## config.mk

```make
export PLATFORM = sky130hd
export DESIGN_NAME = bbz_window
export DESIGN_NICKNAME = d
export VERILOG_FILES = /design/src/design/bbz_pkg.sv /design/src/design/bbz_window.sv
export SDC_FILE = /design/constraint.sdc
export NUM_CORES = 2
export LEC_CHECK = 0
export BUFFER_PORTS_ARGS = -buffer_cell sky130_fd_sc_hd__buf_2
export CAP_MARGIN = 20
export CORE_ASPECT_RATIO = 1.75
export CORE_UTILIZATION = 35
export CTS_CLUSTER_DIAMETER = 50
export CTS_CLUSTER_SIZE = 30
export DETAILED_ROUTE_END_ITERATION = 10
export SLEW_MARGIN = 20
export SYNTH_ARGS = -nofsm -noshare
export SYNTH_HDL_FRONTEND = slang
export SYNTH_SLANG_ARGS = --single-unit
```

## constraint.sdc

```tcl
create_clock -name clk_i -period 15.45 [get_ports clk_i]
set_input_delay 3.09 -clock clk_i [delete_from_list [all_inputs] [get_ports clk_i]]
set_output_delay 3.09 -clock clk_i [all_outputs]
set_load 0.1 [all_outputs]
```

## src/design/bbz_pkg.sv

```systemverilog
// Shared constants, codes and types of the 11x11 box blur.
package bbz_pkg;

  localparam int unsigned DefMaxWidth   = 4096;
  localparam int unsigned DefWindowSize = 11;

  localparam int unsigned CfgW     = 13;
  localparam int unsigned CfgIdxW  = 1;
  localparam int unsigned PixW     = 16;
  localparam int unsigned FracBits = 8;
  localparam int unsigned NGrp     = 3;
  localparam int unsigned FifoDepth = 2;

  localparam logic [PixW-1:0] PixMask   = PixW'((33'd1 << (8 + FracBits)) - 33'd1);
  localparam logic [CfgW-1:0] ResetSize = CfgW'(2160);

  typedef enum logic [CfgIdxW-1:0] {
    CFG_WIDTH  = 1'b0,
    CFG_HEIGHT = 1'b1
  } cfg_idx_e;

  typedef enum logic {
    ACT_PIXEL = 1'b0,
    ACT_FLUSH = 1'b1
  } action_e;

  typedef struct packed {
    logic valid;
    logic produce;
    logic last;
  } item_ctl_t;

  typedef struct packed {
    logic [PixW-1:0] pixel;
    logic            last;
  } result_t;

endpackage

```

## src/design/bbz_window.sv

```systemverilog
// Window of column sums, masked total and the divide by the window area.
module bbz_window #(
  parameter int unsigned WINDOW_SIZE = bbz_pkg::DefWindowSize,
  localparam int unsigned PART_W = $clog2(((WINDOW_SIZE + bbz_pkg::NGrp - 1) / bbz_pkg::NGrp)
                                          * (2 ** bbz_pkg::PixW - 1) + 1)
) (
  input  logic                   clk_i,
  input  logic                   rst_ni,
  input  logic                   adv_i,
  input  bbz_pkg::item_ctl_t     s2_ctl_i,
  input  logic [PART_W-1:0]      s2_part_i [bbz_pkg::NGrp],
  input  logic [WINDOW_SIZE-1:0] s2_colm_i,
  output logic                   push_o,
  output bbz_pkg::result_t       push_data_o
);
  import bbz_pkg::*;

  localparam int unsigned CS_W    = $clog2(WINDOW_SIZE * (2 ** PixW - 1) + 1);
  localparam int unsigned MPART_W = $clog2(((WINDOW_SIZE + NGrp - 1) / NGrp) * WINDOW_SIZE
                                           * (2 ** PixW - 1) + 1);
  localparam int unsigned SUM_W   = $clog2(WINDOW_SIZE * WINDOW_SIZE * (2 ** PixW - 1) + 1);
  localparam int unsigned DIV     = WINDOW_SIZE * WINDOW_SIZE;
  localparam int unsigned SHIFT   = SUM_W + $clog2(DIV) + 1;
  localparam int unsigned PROD_W  = SHIFT + PixW;
  localparam longint unsigned Recip = ((64'd1 << SHIFT) / DIV) + 64'd1;

  logic [CS_W-1:0]    colsum;
  logic [CS_W-1:0]    cs_q [WINDOW_SIZE];
  logic [MPART_W-1:0] mpart [NGrp];
  logic [MPART_W-1:0] s4_part_q [NGrp];
  logic [SUM_W-1:0]   total;
  logic [SUM_W-1:0]   s5_sum_q;
  logic [PROD_W-1:0]  s6_prod_q;
  logic [WINDOW_SIZE-1:0] s3_colm_q;
  item_ctl_t          s3_ctl_q, s4_ctl_q, s5_ctl_q, s6_ctl_q;

  always_comb begin
    colsum = '0;
    for (int g = 0; g < NGrp; g++) begin
      colsum = colsum + CS_W'(s2_part_i[g]);
    end
    for (int g = 0; g < NGrp; g++) begin
      mpart[g] = '0;
    end
    // Columns that fall outside the frame around the centre are left out.
    for (int j = 0; j < WINDOW_SIZE; j++) begin
      if (s3_colm_q[j]) begin
        mpart[j % NGrp] = mpart[j % NGrp] + MPART_W'(cs_q[j]);
      end
    end
    total = '0;
    for (int g = 0; g < NGrp; g++) begin
      total = total + SUM_W'(s4_part_q[g]);
    end
  end

  always_ff @(posedge clk_i or negedge rst_ni) begin
    if (!rst_ni) begin
      for (int j = 0; j < WINDOW_SIZE; j++) begin
        cs_q[j] <= '0;
      end
      s3_ctl_q <= '0;
      s4_ctl_q <= '0;
      s5_ctl_q <= '0;
      s6_ctl_q <= '0;
    end else if (adv_i) begin
      if (s2_ctl_i.valid) begin
        for (int j = 0; j + 1 < WINDOW_SIZE; j++) begin
          cs_q[j] <= cs_q[j+1];
        end
        cs_q[WINDOW_SIZE-1] <= colsum;
      end
      s3_ctl_q <= s2_ctl_i;
      s4_ctl_q <= s3_ctl_q;
      s5_ctl_q <= s4_ctl_q;
      s6_ctl_q <= s5_ctl_q;
    end
  end

  // Division by the window area is a multiply by a rounded-up reciprocal,
  // exact for every sum the window can hold.
  always_ff @(posedge clk_i) begin
    if (adv_i) begin
      s3_colm_q <= s2_colm_i;
      s4_part_q <= mpart;
      s5_sum_q  <= total;
      s6_prod_q <= PROD_W'(s5_sum_q) * PROD_W'(Recip);
    end
  end

  always_comb begin
    push_o            = s6_ctl_q.valid && s6_ctl_q.produce && adv_i;
    push_data_o.pixel = s6_prod_q[SHIFT +: PixW];
    push_data_o.last  = s6_ctl_q.last;
  end

endmodule

```

==> flow_metrics.py <==
metrics = {
    "cts": {
        "h-tree-depth": 1,
        "cts_buffer_depth": 3,
        "cts_hold_buffers": 0,
        "cts-root-buf": "clkbuf_16",
        "cts.repair.resized": 0,
        "postCtsSetupRepairBufs": 0,
        "clock-sinks": 348,
        "clk_latency_ns": 0.63,
        "cts_tree": "done",
        "cts.clk_slew.worst_paths_ns": 0.08,
        "cts_buffers": 31,
    },
    "detailed_routing": {
        "via_count": 22800,
        "first_pass_iters": 6,
        "postRouteAntennaNets": 0,
        "drt_iter0_drc": 959,
        "wire_per_inst_um": 20.5,
        "drcViolationCount": 0,
        "wirelength_um": 91000,
        "viasPerCell": 5.15,
    },
    "timing": {
        "slew_viol_final": 0,
        "period_minus_slack_ns": 8.42,
        "finalHoldViolations": 0,
        "min_period_over_period_pct": 54.5,
        "maxSlewHeadroom_pct": 31.7,
        "rsz0062_at_grt": "no",
        "setup-tns-final_ns": 0,
        "worst_pin_slew_ns": 1.02,
        "worst_clock_skew_ns": 0.0192,
        "fmax_ghz": 0.119,
        "setup_viol": 0,
    },
    "synth": {
        "synth_mux_area_share_pct": 9.84,
        "ys_types": 88,
        "synth_edf_count": 116,
        "ys_seq_elements": 348,
        "synth_top_family_by_area": "adder cells",
        "synth_area_mm2": 0.0332,
        "yosys.area_share.simple_pct": 7.92,
        "yosysWarnings": 0,
        "yosysSeqAreaShare_pct": 28.0,
        "syn_inst": 3143,
        "synth_compound_area_share_pct": 11.0,
        "synth_adder_area_share_pct": 32.8,
        "synth.net_count": 3910,
        "async_flop_share_pct": 66.7,
        "ys.flop_type": "dfrtp_1",
        "synth_xor_area_share_pct": 4.65,
        "synth_area_per_cell_um2": 10.6,
    },
    "floorplan": {
        "io_pins": 89,
        "start_util_pct": 35.2,
        "die_area_mm2": 0.0961,
        "core_area_mm2": 0.0941,
        "rows": 149,
        "dieHeight_um": 409,
        "die_x_um": 235,
    },
    "cells_and_area": {
        "multi_input_area_mm2": 0.0220,
        "antenna_cells": 0,
        "fillers": 9186,
        "layout_common_cells": "inv_1, ha_1, mux2_2",
        "syn_to_final_growth_pct": 8.81,
        "stdcell_count": 4439,
        "regArea_mm2": 0.00929,
        "utilization_pct": 38.3,
        "nNetsFinal": 3974,
        "drive_gt1_share_pct": 15.1,
        "layout_commonest_cell": "inv_1",
    },
    "place": {
        "port-buffer-count": 88,
        "detailed_place_hpwl_um": 76800,
        "place_congestion": 0.947,
        "dp.cells": 4382,
    },
    "global_route": {
        "grt_max_degree": 116,
        "grt_pass1_wl_um": 139000,
        "met1_usage_pct": 17.0,
        "use_met2_pct": 39.8,
        "antenna_found_initial": 0,
        "grt_util_met3_pct": 1.41,
        "track_usage_pct": 19.0,
        "grt_overflow": 0,
        "busiest_layer": "met2",
        "grt_pass1_vias": 24400,
    },
    "critical_path": {
        "endpoint_kind": "flip-flop",
        "worstPathMaxFanout": 6,
        "worstSetupPathType": "flip-flop to flip-flop",
        "cp.required_ns": 15.82,
        "worstSetupStartpointType": "flip-flop",
        "arrival_ns": 8.79,
    },
    "min_path": {
        "hold_class": "flip-flop to flip-flop",
    },
    "status": {
        "status": "completed",
    },
    "run": {
        "maxCapViolations": 0,
    },
}
-- cell families after synthesis --
group / after synthesis
adders and majority gates: 703
AOI/OAI and AO/OA: 567
and+or+nand+nor: 553
buffers and inverters: 505
DFF: 348
muxes: 291
xor gates and xnor gates: 176
-- Yosys cell counts (5+ instances only) --
cell | instances | share of area (%)
nand2b_1 | 14 | 0.26
nand3b_1 | 8 | 0.18
and3_1 | 23 | 0.43
ha_1 | 416 | 16
nand3_1 | 36 | 0.54
nor2_1 | 165 | 1.9
a211o_1 | 7 | 0.18
mux2i_1 | 10 | 0.30
mux2_2 | 281 | 9.5
o311ai_0 | 5 | 0.13
o21bai_1 | 27 | 0.61
nor3_1 | 36 | 0.54
a21oi_1 | 178 | 2.7
fa_1 | 280 | 17
clkbuf_1 | 66 | 0.75
a211oi_1 | 16 | 0.36
o21a_1 | 26 | 0.59
a21boi_0 | 7 | 0.16
nor4_1 | 5 | 0.094
a31oi_1 | 20 | 0.38
maj3_1 | 5 | 0.15
nand4_1 | 13 | 0.25
or2_2 | 13 | 0.25
o41ai_1 | 7 | 0.18
nor2b_1 | 20 | 0.38
o211ai_1 | 10 | 0.23
xnor2_1 | 133 | 3.5
xor2_1 | 43 | 1.1
o22ai_1 | 6 | 0.11
and2_1 | 39 | 0.74
o31ai_1 | 17 | 0.38
a32oi_1 | 5 | 0.13
a21o_1 | 50 | 1.1
a31o_2 | 8 | 0.21
dfrtp_1 | 232 | 18
o21ai_0 | 128 | 1.9
inv_1 | 426 | 4.8
o21ai_1 | 6 | 0.091
nand2_1 | 152 | 1.7
or3_1 | 13 | 0.25
edfxtp_1 | 116 | 11
-- registers in the layout (all words and copies together) (netlist names) --
signal,flops
s6_ctl_q,2
s6_prod_q,16
cs_q,220
s3_colm_q,11
s5_ctl_q,3
s5_sum_q,23
s4_ctl_q,3
s3_ctl_q,3
push_data_o,1
s4_part_q,66
-- per-layer routing --
metal / part of all wire (%) / up-vias
met5: 0 / -
met4: 7.1 / 0
met3: 1.8 / 174
met2: 58 / 308
met1: 33 / 11400
li1: - / 10900
-- worst max-delay path: stages, from the launching register on --
cell,delay (ns)
edfxtp_1,0.65
fa_1,0.94
inv_1,0.13
fa_1,0.52
fa_1,0.52
fa_1,0.48
fa_1,0.55
inv_1,0.06
fa_1,0.48
inv_1,0.05
fa_1,0.48
inv_1,0.04
ha_1,0.26
nand4_1,0.15
a211oi_1,0.33
nand3_1,0.13
a21oi_1,0.18
a211oi_1,0.09
o31ai_1,0.60
o21ai_1,0.25
o31ai_1,0.58
o41a_1,0.31
o41ai_2,0.13
o21bai_1,0.17
xor2_1,0.08
-- path summary, 6_finish.rpt --
check / startpoint / to / slack (ns) / cells after the start
setup / recovery: s5_sum_q[8] / s6_prod_q[45] / 7.03 / 24
hold / removal: cs_q[211] / cs_q[211] / 0.50 / 1
setup reg to reg: s5_sum_q[8] / s6_prod_q[45] / 7.03 / 24
hold reg to reg: cs_q[211] / cs_q[211] / 0.50 / 1
max in group asynchronous: rst_ni / cs_q[182] / 10.69 / 3
min in group asynchronous: rst_ni / cs_q[17] / 2.56 / 1
-- per-stage QoR --
stage | hold WS (ns) | area [µm²] | worst slack, ns
CTS | 0.504 | 36100 | 6.95
detailed placement | 0.486 | 35000 | 6.95
global placement | 0.481 | 35000 | 7.12
floorplan | 0.460 | 33200 | 7.90
global route | 0.522 | 36100 | 6.65
finish | 0.502 | 36100 | 7.03
-- cell type report --
| type | instances | share of cell area [%] |
|---|---|---|
| Multi-Input combinational cell | 2290 | 60.9 |
| Sequential cell | 348 | 25.7 |
| Inverter | 426 | 4.43 |
| Tap cell | 1208 | 4.19 |
| Clock buffer | 34 | 2.24 |
| Timing Repair Buffer | 110 | 1.72 |
| Clock inverter | 23 | 0.811 |
Power is not shown: default switching activity piles up to over one toggle a cycle in this logic, so the estimate is an artifact.
