--- src/design/bbz_pkg.sv ---
// Shared constants, codes and types of the 11x11 box blur.
package bbz_pkg;

  localparam int unsigned DefMaxWidth   = 4096;
  localparam int unsigned DefWindowSize = 11;

  localparam int unsigned CfgW     = 13;
  localparam int unsigned CfgIdxW  = 1;
  localparam int unsigned PixW     = 16;
  localparam int unsigned FracBits = 8;
  localparam int unsigned NGrp     = 3;
  localparam int unsigned FifoDepth = 2;

  localparam logic [PixW-1:0] PixMask   = PixW'((33'd1 << (8 + FracBits)) - 33'd1);
  localparam logic [CfgW-1:0] ResetSize = CfgW'(2160);

  typedef enum logic [CfgIdxW-1:0] {
    CFG_WIDTH  = 1'b0,
    CFG_HEIGHT = 1'b1
  } cfg_idx_e;

  typedef enum logic {
    ACT_PIXEL = 1'b0,
    ACT_FLUSH = 1'b1
  } action_e;

  typedef struct packed {
    logic valid;
    logic produce;
    logic last;
  } item_ctl_t;

  typedef struct packed {
    logic [PixW-1:0] pixel;
    logic            last;
  } result_t;

endpackage

--- src/design/bbz_ctrl.sv ---
// Frame position counters, configuration registers and line store addressing.
module bbz_ctrl #(
  parameter int unsigned MAX_WIDTH   = bbz_pkg::DefMaxWidth,
  parameter int unsigned WINDOW_SIZE = bbz_pkg::DefWindowSize,
  localparam int unsigned COL_W  = $clog2(MAX_WIDTH),
  localparam int unsigned LINES  = WINDOW_SIZE - 1,
  localparam int unsigned SLOT_W = $clog2(LINES)
) (
  input  logic                     clk_i,
  input  logic                     rst_ni,
  input  logic                     adv_i,
  input  logic                     in_valid_i,
  input  logic                     action_i,
  input  logic [bbz_pkg::PixW-1:0] pixel_i,
  input  logic                     cfg_we_i,
  input  logic [bbz_pkg::CfgIdxW-1:0] cfg_idx_i,
  input  logic [bbz_pkg::CfgW-1:0] cfg_data_i,
  output logic                     rd_en_o,
  output logic [COL_W-1:0]         rd_addr_o,
  output bbz_pkg::item_ctl_t       s1_ctl_o,
  output logic [bbz_pkg::PixW-1:0] s1_pix_o,
  output logic [LINES-1:0]         s1_rowv_o,
  output logic [SLOT_W-1:0]        s1_slot_o,
  output logic [COL_W-1:0]         s1_addr_o,
  output logic [WINDOW_SIZE-1:0]   s1_colm_o
);
  import bbz_pkg::*;

  localparam int unsigned HALF  = WINDOW_SIZE / 2;
  localparam int unsigned DIM_W = $clog2(MAX_WIDTH + 1);
  localparam int unsigned ROW_W = $clog2(MAX_WIDTH + 2 * WINDOW_SIZE + 1);
  localparam int unsigned ARR_W = $clog2((MAX_WIDTH + WINDOW_SIZE) * MAX_WIDTH + WINDOW_SIZE + 1);

  logic [CfgW-1:0]   width_q, height_q;
  logic [DIM_W-1:0]  w, h;
  logic [ROW_W-1:0]  in_row_q, in_row_d;
  logic [COL_W-1:0]  in_col_q, in_col_d;
  logic [COL_W-1:0]  out_row_q, out_row_d;
  logic [COL_W-1:0]  out_col_q, out_col_d;
  logic [SLOT_W-1:0] slot_q, slot_d;
  logic [ARR_W-1:0]  arr_q, arr_d, thr;
  logic              past_end, take, produce, last, in_wrap, out_wrap;
  logic [PixW-1:0]   pix;
  logic [LINES-1:0]  rowv;
  logic [WINDOW_SIZE-1:0] colm;
  logic [DIM_W:0]    cpos;
  item_ctl_t         s1_ctl_q;

  function automatic logic [DIM_W-1:0] clamp_dim(logic [CfgW-1:0] v);
    logic [DIM_W-1:0] r;
    if (v == '0) begin
      r = DIM_W'(1);
    end else if (v > MAX_WIDTH) begin
      r = DIM_W'(MAX_WIDTH);
    end else begin
      r = DIM_W'(v);
    end
    return r;
  endfunction

  always_comb begin
    w        = clamp_dim(width_q);
    h        = clamp_dim(height_q);
    past_end = in_row_q >= ROW_W'(h);
    // A flush before the frame's last pixel is dropped without a trace.
    take     = in_valid_i && adv_i && !(action_i == ACT_FLUSH && !past_end);
    pix      = past_end ? '0 : (pixel_i & PixMask);
    thr      = ARR_W'(HALF) * ARR_W'(w) + ARR_W'(HALF);
    produce  = arr_q >= thr;
    out_wrap = out_col_q == COL_W'(w - DIM_W'(1));
    in_wrap  = in_col_q == COL_W'(w - DIM_W'(1));
    last     = produce && out_wrap && (out_row_q == COL_W'(h - DIM_W'(1)));

    for (int k = 0; k < LINES; k++) begin
      rowv[k] = (in_row_q >= ROW_W'(LINES - k)) &&
                (in_row_q < ROW_W'(h) + ROW_W'(LINES - k));
    end

    cpos = '0;
    for (int j = 0; j < WINDOW_SIZE; j++) begin
      cpos    = (DIM_W + 1)'(out_col_q) + (DIM_W + 1)'(j);
      colm[j] = (cpos >= (DIM_W + 1)'(HALF)) &&
                ((cpos - (DIM_W + 1)'(HALF)) < {1'b0, w});
    end

    in_row_d  = in_row_q;
    in_col_d  = in_col_q;
    out_row_d = out_row_q;
    out_col_d = out_col_q;
    slot_d    = slot_q;
    arr_d     = arr_q;
    if (take) begin
      if (last) begin
        in_row_d  = '0;
        in_col_d  = '0;
        out_row_d = '0;
        out_col_d = '0;
        slot_d    = '0;
        arr_d     = '0;
      end else begin
        arr_d = arr_q + ARR_W'(1);
        if (in_wrap) begin
          in_col_d = '0;
          in_row_d = in_row_q + ROW_W'(1);
          slot_d   = (slot_q == SLOT_W'(LINES - 1)) ? '0 : slot_q + SLOT_W'(1);
        end else begin
          in_col_d = in_col_q + COL_W'(1);
        end
        if (produce) begin
          if (out_wrap) begin
            out_col_d = '0;
            out_row_d = out_row_q + COL_W'(1);
          end else begin
            out_col_d = out_col_q + COL_W'(1);
          end
        end
      end
    end
  end

  always_ff @(posedge clk_i or negedge rst_ni) begin
    if (!rst_ni) begin
      width_q   <= ResetSize;
      height_q  <= ResetSize;
      in_row_q  <= '0;
      in_col_q  <= '0;
      out_row_q <= '0;
      out_col_q <= '0;
      slot_q    <= '0;
      arr_q     <= '0;
      s1_ctl_q  <= '0;
    end else begin
      if (cfg_we_i) begin
        case (cfg_idx_e'(cfg_idx_i))
          CFG_WIDTH:  width_q  <= cfg_data_i;
          CFG_HEIGHT: height_q <= cfg_data_i;
          default: ;
        endcase
        // Any register write starts a new frame.
        in_row_q  <= '0;
        in_col_q  <= '0;
        out_row_q <= '0;
        out_col_q <= '0;
        slot_q    <= '0;
        arr_q     <= '0;
      end else begin
        in_row_q  <= in_row_d;
        in_col_q  <= in_col_d;
        out_row_q <= out_row_d;
        out_col_q <= out_col_d;
        slot_q    <= slot_d;
        arr_q     <= arr_d;
      end
      if (adv_i) begin
        s1_ctl_q.valid   <= take;
        s1_ctl_q.produce <= take && produce;
        s1_ctl_q.last    <= last;
      end
    end
  end

  always_ff @(posedge clk_i) begin
    if (adv_i) begin
      s1_pix_o  <= pix;
      s1_rowv_o <= rowv;
      s1_slot_o <= slot_q;
      s1_addr_o <= in_col_q;
      s1_colm_o <= colm;
    end
  end

  assign rd_en_o   = take;
  assign rd_addr_o = in_col_q;
  assign s1_ctl_o  = s1_ctl_q;

endmodule

--- config.mk ---
export PLATFORM = sky130hd
export DESIGN_NAME = bbz_ctrl
export DESIGN_NICKNAME = d
export VERILOG_FILES = /design/src/design/bbz_pkg.sv /design/src/design/bbz_ctrl.sv
export SDC_FILE = /design/constraint.sdc
export NUM_CORES = 1
export LEC_CHECK = 0
export ABC_AREA = 1
export BUFFER_PORTS_ARGS = -buffer_cell sky130_fd_sc_hd__buf_4
export CORE_AREA = 2 2 216 218
export DETAILED_ROUTE_END_ITERATION = 8
export DIE_AREA = 0 0 218 220
export REMOVE_ABC_BUFFERS = 1
export SETUP_SLACK_MARGIN = 0.05
export SYNTH_ARGS = -nofsm -noshare
export SYNTH_HDL_FRONTEND = slang
export SYNTH_SLANG_ARGS = --single-unit
--- constraint.sdc ---
create_clock -name clk_i -period 13 [get_ports clk_i]
set_input_delay 3.9 -clock clk_i [delete_from_list [all_inputs] [get_ports clk_i]]
set_output_delay 3.9 -clock clk_i [all_outputs]
set_load 0.01 [all_outputs]
==> metrics.md <==
| Metric | Value |
|---|---|
| Setup Skew | 0.02590 ns |
| Synth cell types | 58 |
| Antenna cells | 0 |
| Sequential area share after synthesis | about a fifth |
| Core area | 0.04586 mm² |
| Primary FF master, synth | dfrtp_1 |
| GRT Residual Overflow | 0 |
| Arrival time of the worst setup path | 4.66 ns |
| Hpwl dp | just over 50000 µm |
| Clk slew on worst S/H paths | roughly 0.07 ns |
| Synth warn | 0 |
| Routed via count | between 15000 and 20000 |
| Fin. Hold Viols | 0 |
| Tcrit/Tclk final | approximately two thirds |
| Post-synth EDFFs | between 50 and 60 |
| Antenna Nets Post-Route | 0 |
| Final slew viol count | 0 |
| H-tree depth | 4 |
| Critical Path Fanout Max | 4 |
| Initial Utilization | 44.30% |
| Initial drt markers | approximately 1500 |
| Clock Sinks | 160 |
| Leak pwr | between 10 and 15 nW |
| First-pass GRT wire length | about 100000 µm |
| TritonCTS clock tree | built |
| Vias per inst | around 5.5 |
| Post-synthesis area per instance | ~7.2 µm² |
| Async set-or-reset flop fraction in the synthesized netlist | about two thirds |
| Fillers | 4664 |
| I/O pin count | roughly 110 |
| Endpoints failing setup | 0 |
| Router iterations before antenna repair | 6 |
| Num CTS Buffers | 17 |
| Die W | ~220 µm |
| Layout cells sized above 1 | under 10% |
| GP Congestion | 1.001 |
| Cell Area, Synth | approximately 0.020 mm² |
| Cts repair resizes | 0 |
| Outcome | complete, no violations |
| RSZ-0062 raised after global routing | false |
| Die Y-Extent | 220 µm |
| Worst-Skew Late Latency | slightly below 0.5 ns |
| Cts hold-fix bufs | 0 |
| Nets | 3270 |
| Largest net degree at the start of global routing | 62 |
| CTS root buf | clkbuf_16 |
| Die area | about 0.048 mm² |
| Initial antenna violation count | 0 |
| IO buf count | 104 |
| Vias in the first global route | 18646 |
| Sum Neg Setup Slack | 0 ns |
| Peak Freq | roughly 120 MHz |
| Rel. slew slack | between 20% and 30% |
| Synth top area share | a little over a fifth |
| Multi-input logic area | ~0.014 mm² |
| Worst EP required | 9.10 ns |
| Number of post-CTS setup repair buffers | 0 |
| Slew @ Worst Pin | between 1 and 1.5 ns |
| Row count | around 80 |
| Startpoint types | primary input |
| Final hold slack | around 0.51 ns |
| Gr usage total | ~28% |
| DRT Wirelength | between 60000 and 70000 µm |
| Fin crit period | between 8 and 9 ns |
| Peak supply drop | 0.09599 mV |
| Clock Path Buffers | 2 |
| DRC | 0 |
| Seq cells post-synth | 160 |
| Largest cells by area after synthesis | ha_1 21%, dfrtp_1 12%, xor2_1 11% |
| Reg area | around 0.0043 mm² |
| Synth-to-layout area growth | 9.990% |
| Maxcap violations | 0 |
| Cell Pwr Density | 77.13 mW/mm² |
| Min-delay worst type | reg2reg |
| Nature of the critical path endpoint | primary output |
| Largest area contributor in the synthesized netlist | ha_1 |
| Critical setup path kind | in2out |
| Syn Inst Count | 2803 |
| WL per Instance | approximately 19 µm |
-- sequential cells by signal, indices dropped and copies added (netlist names) --
name / flops
arr_q: 25
height_q: 13
in_row_q: 13
out_col_q: 12
out_row_q: 12
rd_addr_o: 12
s1_addr_o: 12
s1_colm_o: 11
s1_ctl_o: 3
s1_pix_o: 16
s1_rowv_o: 10
s1_slot_o: 4
slot_q: 4
width_q: 13
-- cell type report --
class	instances	area share (%)
Clock buffer	18	2.016
Clock inverter	13	0.7055
Inverter	370	6.215
Multi-Input combinational cell	2220	64.38
Sequential cell	160	19.15
Tap cell	607	3.399
Timing Repair Buffer	123	4.132
-- cells in the final DEF (no fill, tap or decap), types with 7 or more instances in the layout --
cell type  synthesis  final
nor2_2             8      8
nand2_1          478    478
dfstp_2            8      8
nand4_1           61     61
o21bai_1          18     18
o221ai_1           8      8
o21ai_0          136    136
a21oi_1          174    174
inv_2             11     11
buf_4              4    123
edfxtp_1          53     53
clkbuf_16          0     18
o21a_1             8      8
nor2_1           312    312
nor3b_1            8      8
nor3_1            50     50
nor4_1            16     16
nand3_1          183    183
nand3b_1          10     10
xnor2_1           47     47
o31ai_1            7      7
a21o_1            10     10
ha_1             342    342
dfrtp_1           99     99
inv_1            354    354
xor2_1           266    266
-- where the power goes --
group	internal, mW	total (mW)	switching [mW]
combinational	0.214	0.616	0.402
sequential	0.547	0.570	0.0227
clock	0.285	0.538	0.253
total	1.05	1.72	0.678
-- worst max-delay path, cell delays in order --
cell and delay (ns):
buf_4 0.11, nand4_1 0.14, nand3_1 0.15, inv_1 0.19, buf_4 0.16
-- cells by family (layout without fill, tap and decap cells) --
family,Yosys count,in the layout,share of synthesized area (%)
AO/OA/AOI/OAI,408,408,11.39
XOR/XNOR,313,313,13.49
adder cells (fa/ha/maj),342,342,21.06
buffers and inverters,423,524,8.123
flip-flops,160,160,21.06
AND/OR/NAND/NOR,1157,1157,24.87
-- synth_stat cells, drive strengths merged, types with 2 or more instances --
| master | instances |
|---|---|
| a2111oi | 4 |
| a211oi | 6 |
| a21boi | 3 |
| a21o | 10 |
| a21oi | 174 |
| a221oi | 3 |
| a31o | 3 |
| a31oi | 4 |
| and2 | 2 |
| buf | 26 |
| clkbuf | 27 |
| clkinv | 5 |
| dfrtp | 99 |
| dfstp | 8 |
| edfxtp | 53 |
| ha | 342 |
| inv | 365 |
| nand2 | 489 |
| nand3 | 187 |
| nand3b | 10 |
| nand4 | 61 |
| nor2 | 321 |
| nor3 | 52 |
| nor3b | 8 |
| nor4 | 16 |
| o2111ai | 2 |
| o211ai | 4 |
| o21a | 8 |
| o21ai | 143 |
| o21bai | 18 |
| o221ai | 8 |
| o22ai | 4 |
| o31ai | 7 |
| o41ai | 2 |
| or2 | 6 |
| or4 | 2 |
| xnor2 | 47 |
| xor2 | 266 |
-- worst paths after layout --
check | start | slack (ns) | end | depth (start not counted)
setup / recovery | action_i | 4.44 | rd_en_o | 5
hold / removal | height_q[11] | 0.51 | height_q[11] | 2
setup reg to reg | width_q[6] | 5.90 | rd_addr_o[10] | 41
hold reg to reg | height_q[11] | 0.51 | height_q[11] | 2
max in group asynchronous | rst_ni | 8.26 | in_row_q[8] | 2
min in group asynchronous | rst_ni | 3.44 | arr_q[4] | 1
-- routing by layer --
| layer | global-route usage (%) | part of all wire (%) | up-vias | routed length, µm |
|---|---|---|---|---|
| li1 | - | - | 9527 | - |
| met4 | 10.36 | 3.0 | 0 | 2005 |
| met1 | 35.98 | 44 | 9134 | 29550 |
| met3 | 3.837 | 4.9 | 114 | 3269 |
| met2 | 47.30 | 48 | 536 | 31660 |
| met5 | 0 | 0 | - | 0 |
-- metrics by stage --
| stage | std cells | instance area [µm²] | total power [mW] | setup WS, ns | util (%) |
|---|---|---|---|---|---|
| after global placement | 3480 | 21740 | 1.167 | 4.418 | 47.39 |
| after CTS | 3511 | 22350 | 1.735 | 4.428 | 48.72 |
| final | 3511 | 22350 | 1.723 | 4.443 | 48.72 |
| after detailed placement | 3480 | 21740 | 1.189 | 4.432 | 47.39 |
| after global routing | 3511 | 22350 | 1.842 | 4.407 | 48.72 |
| after floorplan | 2750 | 20050 | 0.9888 | 4.894 | - |
(Power assumes the default switching activity.)
