===== src/design/bbz_pkg.sv =====
// Shared constants, codes and types of the 11x11 box blur.
package bbz_pkg;

  localparam int unsigned DefMaxWidth   = 4096;
  localparam int unsigned DefWindowSize = 11;

  localparam int unsigned CfgW     = 13;
  localparam int unsigned CfgIdxW  = 1;
  localparam int unsigned PixW     = 16;
  localparam int unsigned FracBits = 8;
  localparam int unsigned NGrp     = 3;
  localparam int unsigned FifoDepth = 2;

  localparam logic [PixW-1:0] PixMask   = PixW'((33'd1 << (8 + FracBits)) - 33'd1);
  localparam logic [CfgW-1:0] ResetSize = CfgW'(2160);

  typedef enum logic [CfgIdxW-1:0] {
    CFG_WIDTH  = 1'b0,
    CFG_HEIGHT = 1'b1
  } cfg_idx_e;

  typedef enum logic {
    ACT_PIXEL = 1'b0,
    ACT_FLUSH = 1'b1
  } action_e;

  typedef struct packed {
    logic valid;
    logic produce;
    logic last;
  } item_ctl_t;

  typedef struct packed {
    logic [PixW-1:0] pixel;
    logic            last;
  } result_t;

endpackage


===== src/design/bbz_out_fifo.sv =====
// Two-entry result queue between the pipeline and the output channel.
module bbz_out_fifo (
  input  logic             clk_i,
  input  logic             rst_ni,
  input  logic             push_i,
  input  bbz_pkg::result_t push_data_i,
  input  logic             pop_i,
  output logic             valid_o,
  output bbz_pkg::result_t data_o,
  output logic             space_o
);
  import bbz_pkg::*;

  localparam int unsigned CNT_W = $clog2(FifoDepth + 1);
  localparam int unsigned PTR_W = $clog2(FifoDepth);

  result_t          store_q [FifoDepth];
  logic [CNT_W-1:0] cnt_q;
  logic [PTR_W-1:0] wr_ptr_q, rd_ptr_q;
  logic             pop;

  assign valid_o = cnt_q != '0;
  assign space_o = cnt_q != CNT_W'(FifoDepth);
  assign data_o  = store_q[rd_ptr_q];
  assign pop     = pop_i && valid_o;

  always_ff @(posedge clk_i or negedge rst_ni) begin
    if (!rst_ni) begin
      cnt_q    <= '0;
      wr_ptr_q <= '0;
      rd_ptr_q <= '0;
    end else begin
      cnt_q <= cnt_q + CNT_W'(push_i) - CNT_W'(pop);
      if (push_i) begin
        wr_ptr_q <= (wr_ptr_q == PTR_W'(FifoDepth - 1)) ? '0 : wr_ptr_q + PTR_W'(1);
      end
      if (pop) begin
        rd_ptr_q <= (rd_ptr_q == PTR_W'(FifoDepth - 1)) ? '0 : rd_ptr_q + PTR_W'(1);
      end
    end
  end

  always_ff @(posedge clk_i) begin
    if (push_i) begin
      store_q[wr_ptr_q] <= push_data_i;
    end
  end

endmodule


===== config.mk =====
export PLATFORM = sky130hd
export DESIGN_NAME = bbz_out_fifo
export DESIGN_NICKNAME = d
export VERILOG_FILES = /design/src/design/bbz_pkg.sv /design/src/design/bbz_out_fifo.sv
export SDC_FILE = /design/constraint.sdc
export NUM_CORES = 1
export LEC_CHECK = 0
export BUFFER_PORTS_ARGS = -buffer_cell sky130_fd_sc_hd__buf_2
export CORE_ASPECT_RATIO = 0.8
export CORE_MARGIN = 4
export CORE_UTILIZATION = 45
export DETAILED_ROUTE_END_ITERATION = 10
export PLACE_DENSITY = 0.81
export SKIP_LAST_GASP = 1
export SYNTH_ARGS = -nofsm -noshare
export SYNTH_HDL_FRONTEND = slang
export SYNTH_SLANG_ARGS = --single-unit

===== constraint.sdc =====
create_clock -name clk_i -period 3.5 [get_ports clk_i]
set_clock_uncertainty 0.05 [all_clocks]
set_input_delay 0.35 -clock clk_i [delete_from_list [all_inputs] [get_ports clk_i]]
set_output_delay 0.35 -clock clk_i [all_outputs]
set_load 0.02 [all_outputs]

==> results of run 1 <==
==> cells by family (layout without fill, tap and decap cells) <==
| family | after synthesis | after routing | share of synthesized area |
|---|---|---|---|
| adder cells (fa/ha/maj) | 2 | 2 | 0.0170 |
| flip-flops | 38 | 38 | 0.760 |
| AO/OA/AOI/OAI | 1 | 1 | 0.00509 |
| AND/OR/NAND/NOR | 4 | 4 | 0.0153 |
| XOR/XNOR | 4 | 4 | 0.0238 |
| multiplexers | 17 | 17 | 0.153 |
| buffers and inverters | 4 | 50 | 0.0263 |
==> path summary, 6_finish.rpt <==
kind,startpoint,to,slack [ps],cells past startpoint
setup / recovery,rd_ptr_q$_DFFE_PN0P_,data_o[6],1320,2
hold / removal,push_data_i[15],store_q[0][15]$_DFFE_PP_,210,1
setup reg to reg,cnt_q[1]$_DFF_PN0_,cnt_q[1]$_DFF_PN0_,1950,6
hold reg to reg,wr_ptr_q$_DFFE_PN0P_,wr_ptr_q$_DFFE_PN0P_,480,1
max in group asynchronous,rst_ni,rd_ptr_q$_DFFE_PN0P_,2900,2
min in group asynchronous,rst_ni,cnt_q[1]$_DFF_PN0_,370,2
==> power by group <==
part | switching [mW] | internal (mW)
sequential | 0.0813 | 0.611
clock | 0.137 | 0.137
combinational | 0.249 | 0.230
total | 0.468 | 0.978
==> layout make-up <==
type,count,area share
Timing Repair Buffer,40,0.115
Tap cell,40,0.0281
Multi-Input combinational cell,28,0.178
Clock buffer,6,0.0407
Sequential cell,38,0.629
Clock inverter,2,0.00491
Inverter,2,0.00421
==> sequential cells by signal, summed over array words and instances, names as in the netlist <==
| name | flops |
|---|---|
| wr_ptr_q | 1 |
| store_q | 34 |
| rd_ptr_q | 1 |
| cnt_q | 2 |
==> worst max-delay path, cell delays in order (launching register included) <==
cell	delay, ps
dfrtp_1	910
mux2_2	430
buf_2	160
==> per-stage QoR <==
stage / setup WS [ps] / instance area [um^2] / util / hold slack (ps) / total power [mW]
after floorplan: 1870 / 1480 / - / 4.41 / 1.08
after global placement: 1590 / 1690 / 0.544 / 108 / 1.18
after detailed placement: 1590 / 1690 / 0.544 / 114 / 1.19
after CTS: 1270 / 1780 / 0.574 / 194 / 1.47
after global routing: 1210 / 1780 / 0.574 / 187 / 1.53
final: 1320 / 1780 / 0.574 / 206 / 1.45
==> routing by layer <==
metal,share of wire,global-route usage,up-vias
met5,0,0,-
met4,0.012,0.0643,0
met3,0.084,0.0559,3
met2,0.52,0.203,31
met1,0.39,0.129,350
li1,-,-,352
==> cells in the mapped netlist <==
master and number:
edfxtp_1 34, mux2_4 9, mux2_2 8, dfrtp_1 4, ha_1 2, inv_1 2
xnor2_1 2, xor2_1 2, and2_1 1, buf_12 1, buf_6 1, nand2_1 1
nor2b_1 1, o21a_1 1, or2_2 1
==> what timing repair did <==
action                                  CTS  global route
resized for setup                         0             0
hold buffers                              1             0
endpoints found under the hold margin     4             0
endpoints found under the setup margin    0             0
==> metrics.csv, run 1 <==
stage;metric;value;unit
hold_path;worst hold-check path type;in -> reg;
final_layout;Filler cells;256;
floorplan;Die Wd;72.0;um
timing;setup TNS;0;ps
yosys;share of the synthesized area in the top cell type;0.692;
timing;Hold Fails Final Rpt;0;
timing;Setup Viol. Count Final;0;
floorplan;Starting Density;0.475;
place;Final HPWL DP;1620;um
timing;Tmin final;2180;ps
run;number of max-cap violations;0;
global_routing;largest net degree at the start of global routing;19;
place;placed insts;147;
yosys;Yosys reg bits;38;
final_layout;Layout area overhead;20.9;%
global_routing;GRT Overall Usage;0.121;
yosys;sequential share of the synthesized area;0.760;
clock_tree;post-CTS setup buffers;0;
clock_tree;Clock Latency Late Sink;280;ps
critical_path;Worst Setup Path Type;reg -> out;
timing;fmax;458;MHz
yosys;area leader, netlist;edfxtp_1;
drt;Via density;4.72;
global_routing;GRT overflow;0;
pwr;Leakage;0.721;nW
yosys;largest cells by area after synthesis;edfxtp_1 69%, mux2_4 9.2%, dfrtp_1 6.8%;
floorplan;I/O pin cnt;40;
floorplan;Die Ht;59.2;um
yosys;synthesized area;1480;um^2
drt;# DRC;0;
drt;Final ANT Viol Nets;0;
clock_tree;clock sinks;38;
floorplan;core area;3110;um^2
final_layout;final std cells w/o fill;156;
critical_path;critical-path maximum fanout;18;
clock_tree;cts bufs inserted;5;
floorplan;die area;4260;um^2
timing;Slew @ Worst Pin;874;ps
drt;drt first-iter violations;24;
drt;drt wl/cell;14.6;um
final_layout;most common cell after layout, fill and taps aside;buf_2;
floorplan;Row Count;18;
yosys;Yosys warning count;0;
clock_tree;clock slew at reported path FFs;70;ps
final_layout;register area;1120;um^2
critical_path;Worst EP arrival;1780;ps
final_layout;diode count;0;
yosys;Yosys cell types;15;
clock_tree;Clock Path Buffers;2;
drt;Routed WL;2280;um
critical_path;Worst setup EP type;primary output;
final_layout;share of layout cells above drive strength 1;0.552;
pwr;Worst VDD drop;435;uV
yosys;syn_area_per_cell;21.1;um^2
critical_path;CP required;3100;ps
clock_tree;H-Tree Level Count;2;
pwr;PwrDens;811;nW/um^2
yosys;Syn Nets;93;
drt;drt first pass iters;4;
global_routing;first-pass GRT wire length;3620;um
timing;final period utilization;0.624;
final_layout;final net count;138;
clock_tree;root buf cell;clkbuf_8;
drt;Vias;736;
timing;RSZ-0062 raised after global routing;no;
status;status;complete, no violations;
place;RD Place Congestion;0.696;
timing;Worst slew margin;0.418;
timing;fin. max-slew vios;0;
final_layout;most frequent cells in the layout;39 x buf_2, 34 x edfxtp_1, 9 x mux2_4, 8 x mux2_2, 5 x clkbuf_8;
final_layout;area occupied by multi-input gates;318;um^2
clock_tree;TritonCTS clock tree;yes;
yosys;Mapped Cells;70;
place;PortBufs;39;
critical_path;CP Launch Type;register;
global_routing;vias in the first global route;794;
global_routing;initial antenna violation count;0;
(Power assumes the default switching activity.)
==> inputs of run 2 (changes only) <==
--- a/config.mk
+++ b/config.mk
@@ -5,12 +5,13 @@
 export SDC_FILE = /design/constraint.sdc
 export NUM_CORES = 1
 export LEC_CHECK = 0
+export ABC_AREA = 1
 export BUFFER_PORTS_ARGS = -buffer_cell sky130_fd_sc_hd__buf_2
 export CORE_ASPECT_RATIO = 0.8
 export CORE_MARGIN = 4
 export CORE_UTILIZATION = 45
 export DETAILED_ROUTE_END_ITERATION = 10
-export PLACE_DENSITY = 0.81
+export PLACE_DENSITY = 0.84
 export SKIP_LAST_GASP = 1
 export SYNTH_ARGS = -nofsm -noshare
 export SYNTH_HDL_FRONTEND = slang
==> constraint.sdc (replaced) <==
create_clock -name clk_i -period 1.8 [get_ports clk_i]
set_clock_uncertainty 0.05 [all_clocks]
set_input_delay 0.18 -clock clk_i [delete_from_list [all_inputs] [get_ports clk_i]]
set_output_delay 0.18 -clock clk_i [all_outputs]
set_load 0.02 [all_outputs]
==> run 2 against run 1 <==
Effect of this change:
- non-clock buffer count up 5
- sequential share of layout area is 2.5 points lower
- largest power group unchanged
- critical path type unchanged
- highest routed layer unchanged
- routed wire length up 16%
- setup slack worse by 1100 ps
- critical endpoint is now data_o[1]
==> metrics.csv, run 2 <==
stage;metric;value;unit
critical_path;CP bufs+invs;2;
yosys;largest cells by area after synthesis;edfxtp_1 69%, nand2_1 14%, dfrtp_1 6.7%;
critical_path;Max stage delay cell, worst path;dfrtp_1;
final_layout;Top reg by flops;store_q;
drt;drt wl/cell;12.7;um
yosys;Post-Synth Simple-Gate Area;0.174;
final_layout;area occupied by multi-input gates;293;um^2
timing;Hold Fails Final Rpt;0;
timing;Setup Viol. Count Final;0;
global_routing;first-pass GRT wire length;4280;um
timing;RSZ-0062 raised after global routing;no;
critical_path;most frequent CP cell;nand2_1;
timing;final period utilization;0.878;
clock_tree;TritonCTS clock tree;yes;
clock_tree;clock slew at reported path FFs;70;ps
pwr;Worst VDD drop;941;uV
critical_path;CP Launch Type;register;
yosys;Post-synth top cells;57 x nand2_1, 34 x edfxtp_1, 8 x inv_1;
final_layout;biggest registers after layout;store_q x34, cnt_q x2;
global_routing;vias in the first global route;997;
clock_tree;cts bufs inserted;5;
place;PortBufs;39;
critical_path;Worst setup EP type;primary output;
pwr;Pint;1.96;mW
clock_tree;H-Tree Level Count;2;
pwr;PwrDens;1670;nW/um^2
timing;Worst slew margin;0.761;
critical_path;Worst Setup Path Type;reg -> out;
critical_path;max incr delay on CP;560;ps
timing;setup TNS;0;ps
hold_path;worst hold-check path type;in -> reg;
yosys;Yosys warning count;0;
timing;fmax;633;MHz
final_layout;most common cell after layout, fill and taps aside;nand2_1;
run;number of max-cap violations;0;
yosys;Syn Nets;141;
drt;Vias;960;
critical_path;kind of cell with the highest combined delay on the critical path;flip-flops;
yosys;synthesized area;1490;um^2
floorplan;die area;4300;um^2
timing;final hold slack;33.9;ps
clock_tree;clock sinks;38;
pwr;Leakage;0.863;nW
critical_path;critical-path maximum fanout;7;
yosys;mux contribution to synthesized area;0;
critical_path;worst-path cell chain;buf_4 > nand2_1 > nand2_1 > buf_2;
yosys;top-count cell post-synth;nand2_1;
floorplan;core area;3130;um^2
global_routing;GRT overflow;0;
yosys;syn_area_per_cell;12.6;um^2
final_layout;most frequent cells in the layout;57 x nand2_1, 39 x buf_2, 34 x edfxtp_1, 8 x inv_1;
final_layout;flip-flop count of the largest register after layout;34;
pwr;register share of total power;0.412;
drt;# DRC;0;
floorplan;Starting Density;0.476;
yosys;Synth Area in Compound Gates;0;
timing;Slew @ Worst Pin;359;ps
global_routing;largest net degree at the start of global routing;19;
yosys;share of the synthesized area in the top cell type;0.686;
drt;Final ANT Viol Nets;0;
yosys;Yosys cell types;13;
status;status;complete, no violations;
yosys;EDFF count, synth;34;
yosys;FFs w/ async S/R, synth;0.105;
final_layout;diode count;0;
final_layout;Filler cells;241;
pwr;Sw Ratio;0.369;
yosys;top_reg_cell synth;edfxtp_1;
final_layout;Layout area overhead;24.7;%
floorplan;Die Ht;59.5;um
drt;Via density;4.62;
drt;drt first-iter violations;24;
final_layout;final net count;190;
yosys;area leader, netlist;edfxtp_1;
floorplan;Row Count;18;
timing;Tmin final;1580;ps
clock_tree;Clock Latency Late Sink;280;ps
final_layout;share of layout cells above drive strength 1;0.345;
timing;fin. max-slew vios;0;
floorplan;I/O pin cnt;40;
yosys;Yosys reg bits;38;
yosys;Mapped Cells;118;
place;RD Place Congestion;0.712;
floorplan;Die Wd;72.3;um
drt;Routed WL;2640;um
yosys;Post-Synth XOR/XNOR Area;0.00588;
final_layout;register area;1120;um^2
yosys;post-synthesis adder-cell area fraction;0.0168;
global_routing;GRT Overall Usage;0.137;
yosys;largest family of logic cells by synthesized area;simple AND/OR/NAND/NOR gates;
pwr;Tot Pwr;3.11;mW
global_routing;initial antenna violation count;0;
clock_tree;Clock Path Buffers;2;
yosys;sequential share of the synthesized area;0.753;
pwr;Switch Pwr;1.15;mW
drt;drt first pass iters;4;
clock_tree;post-CTS setup buffers;0;
pwr;Gate power share;0.367;
clock_tree;root buf cell;clkbuf_8;
critical_path;CP required;1570;ps
critical_path;Worst EP arrival;1350;ps
place;Final HPWL DP;1940;um
pwr;Clock power frac;0.221;
[run 2: final timing paths]
path | startpoint | endpoint | slack, ps | cells after the start
setup reg to reg | cnt_q[1]$_DFF_PN0_ | cnt_q[1]$_DFF_PN0_ | 270 | 9
hold reg to reg | wr_ptr_q$_DFFE_PN0P_ | wr_ptr_q$_DFFE_PN0P_ | 460 | 1
setup / recovery | rd_ptr_q$_DFFE_PN0P_ | data_o[1] | 220 | 4
max in group asynchronous | rst_ni | cnt_q[1]$_DFF_PN0_ | 1400 | 2
min in group asynchronous | rst_ni | cnt_q[0]$_DFF_PN0_ | 180 | 2
hold / removal | push_data_i[9] | store_q[1][9]$_DFFE_PP_ | 30 | 1
[run 2: cell type report]
type | count | area share
clock buffer | 5 | 0.0371
timing repair buffer | 45 | 0.131
sequential | 38 | 0.604
tap | 40 | 0.0270
multi-input combinational | 68 | 0.158
clock inverter | 3 | 0.0216
inverter | 9 | 0.0222
[run 2: routing by layer]
metal	share of wire	vias to the layer above	track usage
li1	-	483	-
met1	0.40	435	0.150
met2	0.49	34	0.236
met3	0.072	8	0.0576
met4	0.029	0	0.0590
met5	0	-	0
[run 2: what timing repair did]
action,in CTS,in global routing
hold endpoints to repair,4,0
hold buffers,1,0
resized for setup,0,0
[run 2: through the flow]
| stage | setup WS, ps | utilization | instances | instance area [um^2] |
|---|---|---|---|---|
| after global routing | 121 | 0.593 | 208 | 1860 |
| after CTS | 219 | 0.593 | 208 | 1860 |
| after detailed placement | 295 | 0.555 | 199 | 1740 |
| final | 220 | 0.593 | 208 | 1860 |
| after global placement | 432 | 0.555 | 199 | 1740 |
| after floorplan | 215 | - | 118 | 1490 |
[run 2: worst register-to-register path, stage by stage (launching register included)]
cell	delay [ps]
dfrtp_1	400
inv_1	90
nand2_1	90
nand2_1	100
inv_1	50
ha_1	270
inv_1	40
ha_1	180
nand3_1	80
nand2_1	70
[run 2: power by group through the flow]
| stage | clock network (mW) | registers [mW] | logic, mW |
|---|---|---|---|
| 2_1_floorplan | 0 | 1.25 | 0.833 |
| 3_3_place_gp | 0 | 1.28 | 1.11 |
| 3_5_place_dp | 0 | 1.30 | 1.15 |
| 4_1_cts | 0.699 | 1.28 | 1.16 |
| 5_1_grt | 0.751 | 1.30 | 1.29 |
| 6_report | 0.686 | 1.28 | 1.14 |
[run 2: cell families (layout without fill, tap and decap cells)]
group | count (synthesis) | in the layout
xor gates and xnor gates | 1 | 1
DFF | 38 | 38
and+or+nand+nor | 65 | 65
adders and majority gates | 2 | 2
buffers and inverters | 12 | 62
==> inputs of run 3 (changes only) <==
--- a/config.mk
+++ b/config.mk
@@ -7,11 +7,10 @@
 export LEC_CHECK = 0
 export ABC_AREA = 1
 export BUFFER_PORTS_ARGS = -buffer_cell sky130_fd_sc_hd__buf_2
-export CORE_ASPECT_RATIO = 0.8
 export CORE_MARGIN = 4
 export CORE_UTILIZATION = 45
 export DETAILED_ROUTE_END_ITERATION = 10
-export PLACE_DENSITY = 0.84
+export PLACE_DENSITY = 0.81
 export SKIP_LAST_GASP = 1
 export SYNTH_ARGS = -nofsm -noshare
 export SYNTH_HDL_FRONTEND = slang
==> constraint.sdc (replaced) <==
create_clock -name clk_i -period 1.75 [get_ports clk_i]
set_clock_uncertainty 0.05 [all_clocks]
set_input_delay 0.175 -clock clk_i [delete_from_list [all_inputs] [get_ports clk_i]]
set_output_delay 0.175 -clock clk_i [all_outputs]
set_load 0.02 [all_outputs]
==> run 3 against run 2 <==
Effect of this change:
- design area grew 5.8%
- clock power shrank 42%
- core utilization grew 4.0 points
- register-to-register slack lost 20 ps
- routed wire length grew 6.9%
- first-iteration DRC count grew to 2.8 times the previous value
- non-clock buffer count grew 16
- power shrank 6.7%
- worst hold slack gained 5.8 ps
- combinational power grew 4%
- sequential power grew 3%
- largest cell class unchanged
==> metrics.csv, run 3 (synthesis results as in run 2) <==
stage;metric;value;unit
final_layout;flip-flop count of the largest register after layout;34;
pwr;Sw Ratio;0.396;
critical_path;Worst setup EP type;primary output;
status;status;complete, no violations;
hold_path;worst hold-check path type;in -> reg;
timing;Setup Viol. Count Final;0;
clock_tree;clock sinks;38;
drt;# DRC;0;
pwr;PwrDens;1480;nW/um^2
final_layout;final net count;206;
floorplan;die area;4290;um^2
pwr;Leakage;0.901;nW
critical_path;Worst Setup Path Type;reg -> out;
pwr;Worst VDD drop;780;uV
global_routing;vias in the first global route;1095;
drt;Final ANT Viol Nets;0;
clock_tree;TritonCTS clock tree;yes;
place;dpl ws;274;ps
clock_tree;clock slew at reported path FFs;100;ps
timing;setup ws final;130;ps
clock_tree;post-CTS setup buffers;0;
timing;Tmin final;1620;ps
clock_tree;H-Tree Level Count;2;
pwr;Clock power frac;0.137;
final_layout;Post-Route Utilization;0.633;
floorplan;Starting Density;0.480;
timing;Hold Fails Final Rpt;0;
global_routing;GRT overflow;0;
final_layout;Top reg by flops;store_q;
drt;drt first pass iters;5;
timing;setup TNS;0;ps
run;number of max-cap violations;0;
drt;drt wl/cell;12.4;um
pwr;Pint;1.75;mW
clock_tree;cts bufs inserted;5;
pwr;register share of total power;0.457;
critical_path;Worst EP arrival;1390;ps
critical_path;CP Launch Type;register;
drt;drt first-iter violations;66;
drt;Routed WL;2820;um
global_routing;first-pass GRT wire length;4570;um
critical_path;CP required;1520;ps
final_layout;biggest registers after layout;store_q x34, cnt_q x2;
timing;Slew @ Worst Pin;290;ps
drt;Via density;4.58;
floorplan;Die Ht;65.5;um
critical_path;critical-path maximum fanout;10;
clock_tree;Clock Path Buffers;2;
timing;RSZ-0062 raised after global routing;no;
floorplan;Die Wd;65.5;um
final_layout;Filler cells;256;
global_routing;initial antenna violation count;0;
final_layout;Layout area overhead;31.9;%
final_layout;most common cell after layout, fill and taps aside;nand2_1;
pwr;Gate power share;0.406;
timing;fmax;617;MHz
drt;Vias;1039;
floorplan;Row Count;20;
final_layout;most frequent cells in the layout;57 x nand2_1, 39 x buf_2, 34 x edfxtp_1, 18 x dlygate4sd3_1, 8 x inv_1;
timing;final period utilization;0.926;
global_routing;GRT Overall Usage;0.144;
final_layout;area occupied by multi-input gates;293;um^2
floorplan;I/O pin cnt;40;
clock_tree;Clock Latency Late Sink;330;ps
place;PortBufs;39;
timing;Worst slew margin;0.807;
global_routing;largest net degree at the start of global routing;19;
place;Final HPWL DP;1860;um
final_layout;share of layout cells above drive strength 1;0.311;
pwr;Switch Pwr;1.15;mW
final_layout;register area;1120;um^2
place;RD Place Congestion;0.688;
final_layout;diode count;0;
clock_tree;root buf cell;clkbuf_4;
timing;fin. max-slew vios;0;
floorplan;core area;3100;um^2
[run 3: changes by cell type in the layout (fill, tap and decap cells not counted)]
cell           change
dfrtp_1            -1
clkbuf_4           +5
bufinv_16          -1
dlygate4sd3_1     +17
dfrtp_2            +1
clkbuf_8           -5
buf_4              -1
[run 3: power groups by stage]
stage | Combinational (mW) | Sequential (mW) | Clock (mW)
floorplan | 0.857 | 1.29 | 0
global placement | 1.11 | 1.33 | 0
detailed placement | 1.15 | 1.34 | 0
CTS | 1.19 | 1.33 | 0.419
global route | 1.30 | 1.34 | 0.460
finish | 1.18 | 1.32 | 0.397
[run 3: cell type report]
| class | instances | share of cell area |
|---|---|---|
| Inverter | 9 | 0.0210 |
| Timing Repair Buffer | 61 | 0.206 |
| Tap cell | 44 | 0.0280 |
| Sequential cell | 38 | 0.571 |
| Clock inverter | 2 | 0.00510 |
| Multi-Input combinational cell | 68 | 0.149 |
| Clock buffer | 5 | 0.0191 |
[run 3: through the flow]
step	std cells	hold WS, ps	total power [mW]	instance area, um^2
after floorplan	118	-171	2.14	1490
after global placement	202	-65.1	2.44	1740
after detailed placement	202	-62.6	2.49	1740
after CTS	227	15.1	2.93	1960
after global routing	227	6.36	3.10	1960
final	227	39.7	2.90	1960
[run 3: worst paths after layout]
path                                         to  slack [ps]                  from  depth (start not counted)
max in group asynchronous  rd_ptr_q$_DFFE_PN0P_        1390                rst_ni                          2
max                                  data_o[12]         130  rd_ptr_q$_DFFE_PN0P_                          4
min reg2reg                wr_ptr_q$_DFFE_PN0P_         460  wr_ptr_q$_DFFE_PN0P_                          1
min                        wr_ptr_q$_DFFE_PN0P_          40                push_i                          2
min in group asynchronous    cnt_q[0]$_DFF_PN0_         120                rst_ni                          2
max reg2reg                  cnt_q[1]$_DFF_PN0_         250    cnt_q[1]$_DFF_PN0_                         10
[run 3: critical path, stage by stage, from the launching register on]
cell	delay, ps
dfrtp_2	530
buf_4	230
nand2_1	70
nand2_1	70
buf_2	160
[run 3: per-layer routing]
metal,track usage,vias to the layer above,share of wire
li1,-,512,-
met3,0.0547,6,0.083
met4,0.0544,0,0.016
met2,0.249,52,0.51
met5,0,-,0
met1,0.161,469,0.39
[run 3: repair_timing]
action,in CTS,in global routing
hold buffers,18,0
gates resized for setup,1,0
endpoints found under the setup margin,10,0
hold endpoints to repair,38,0
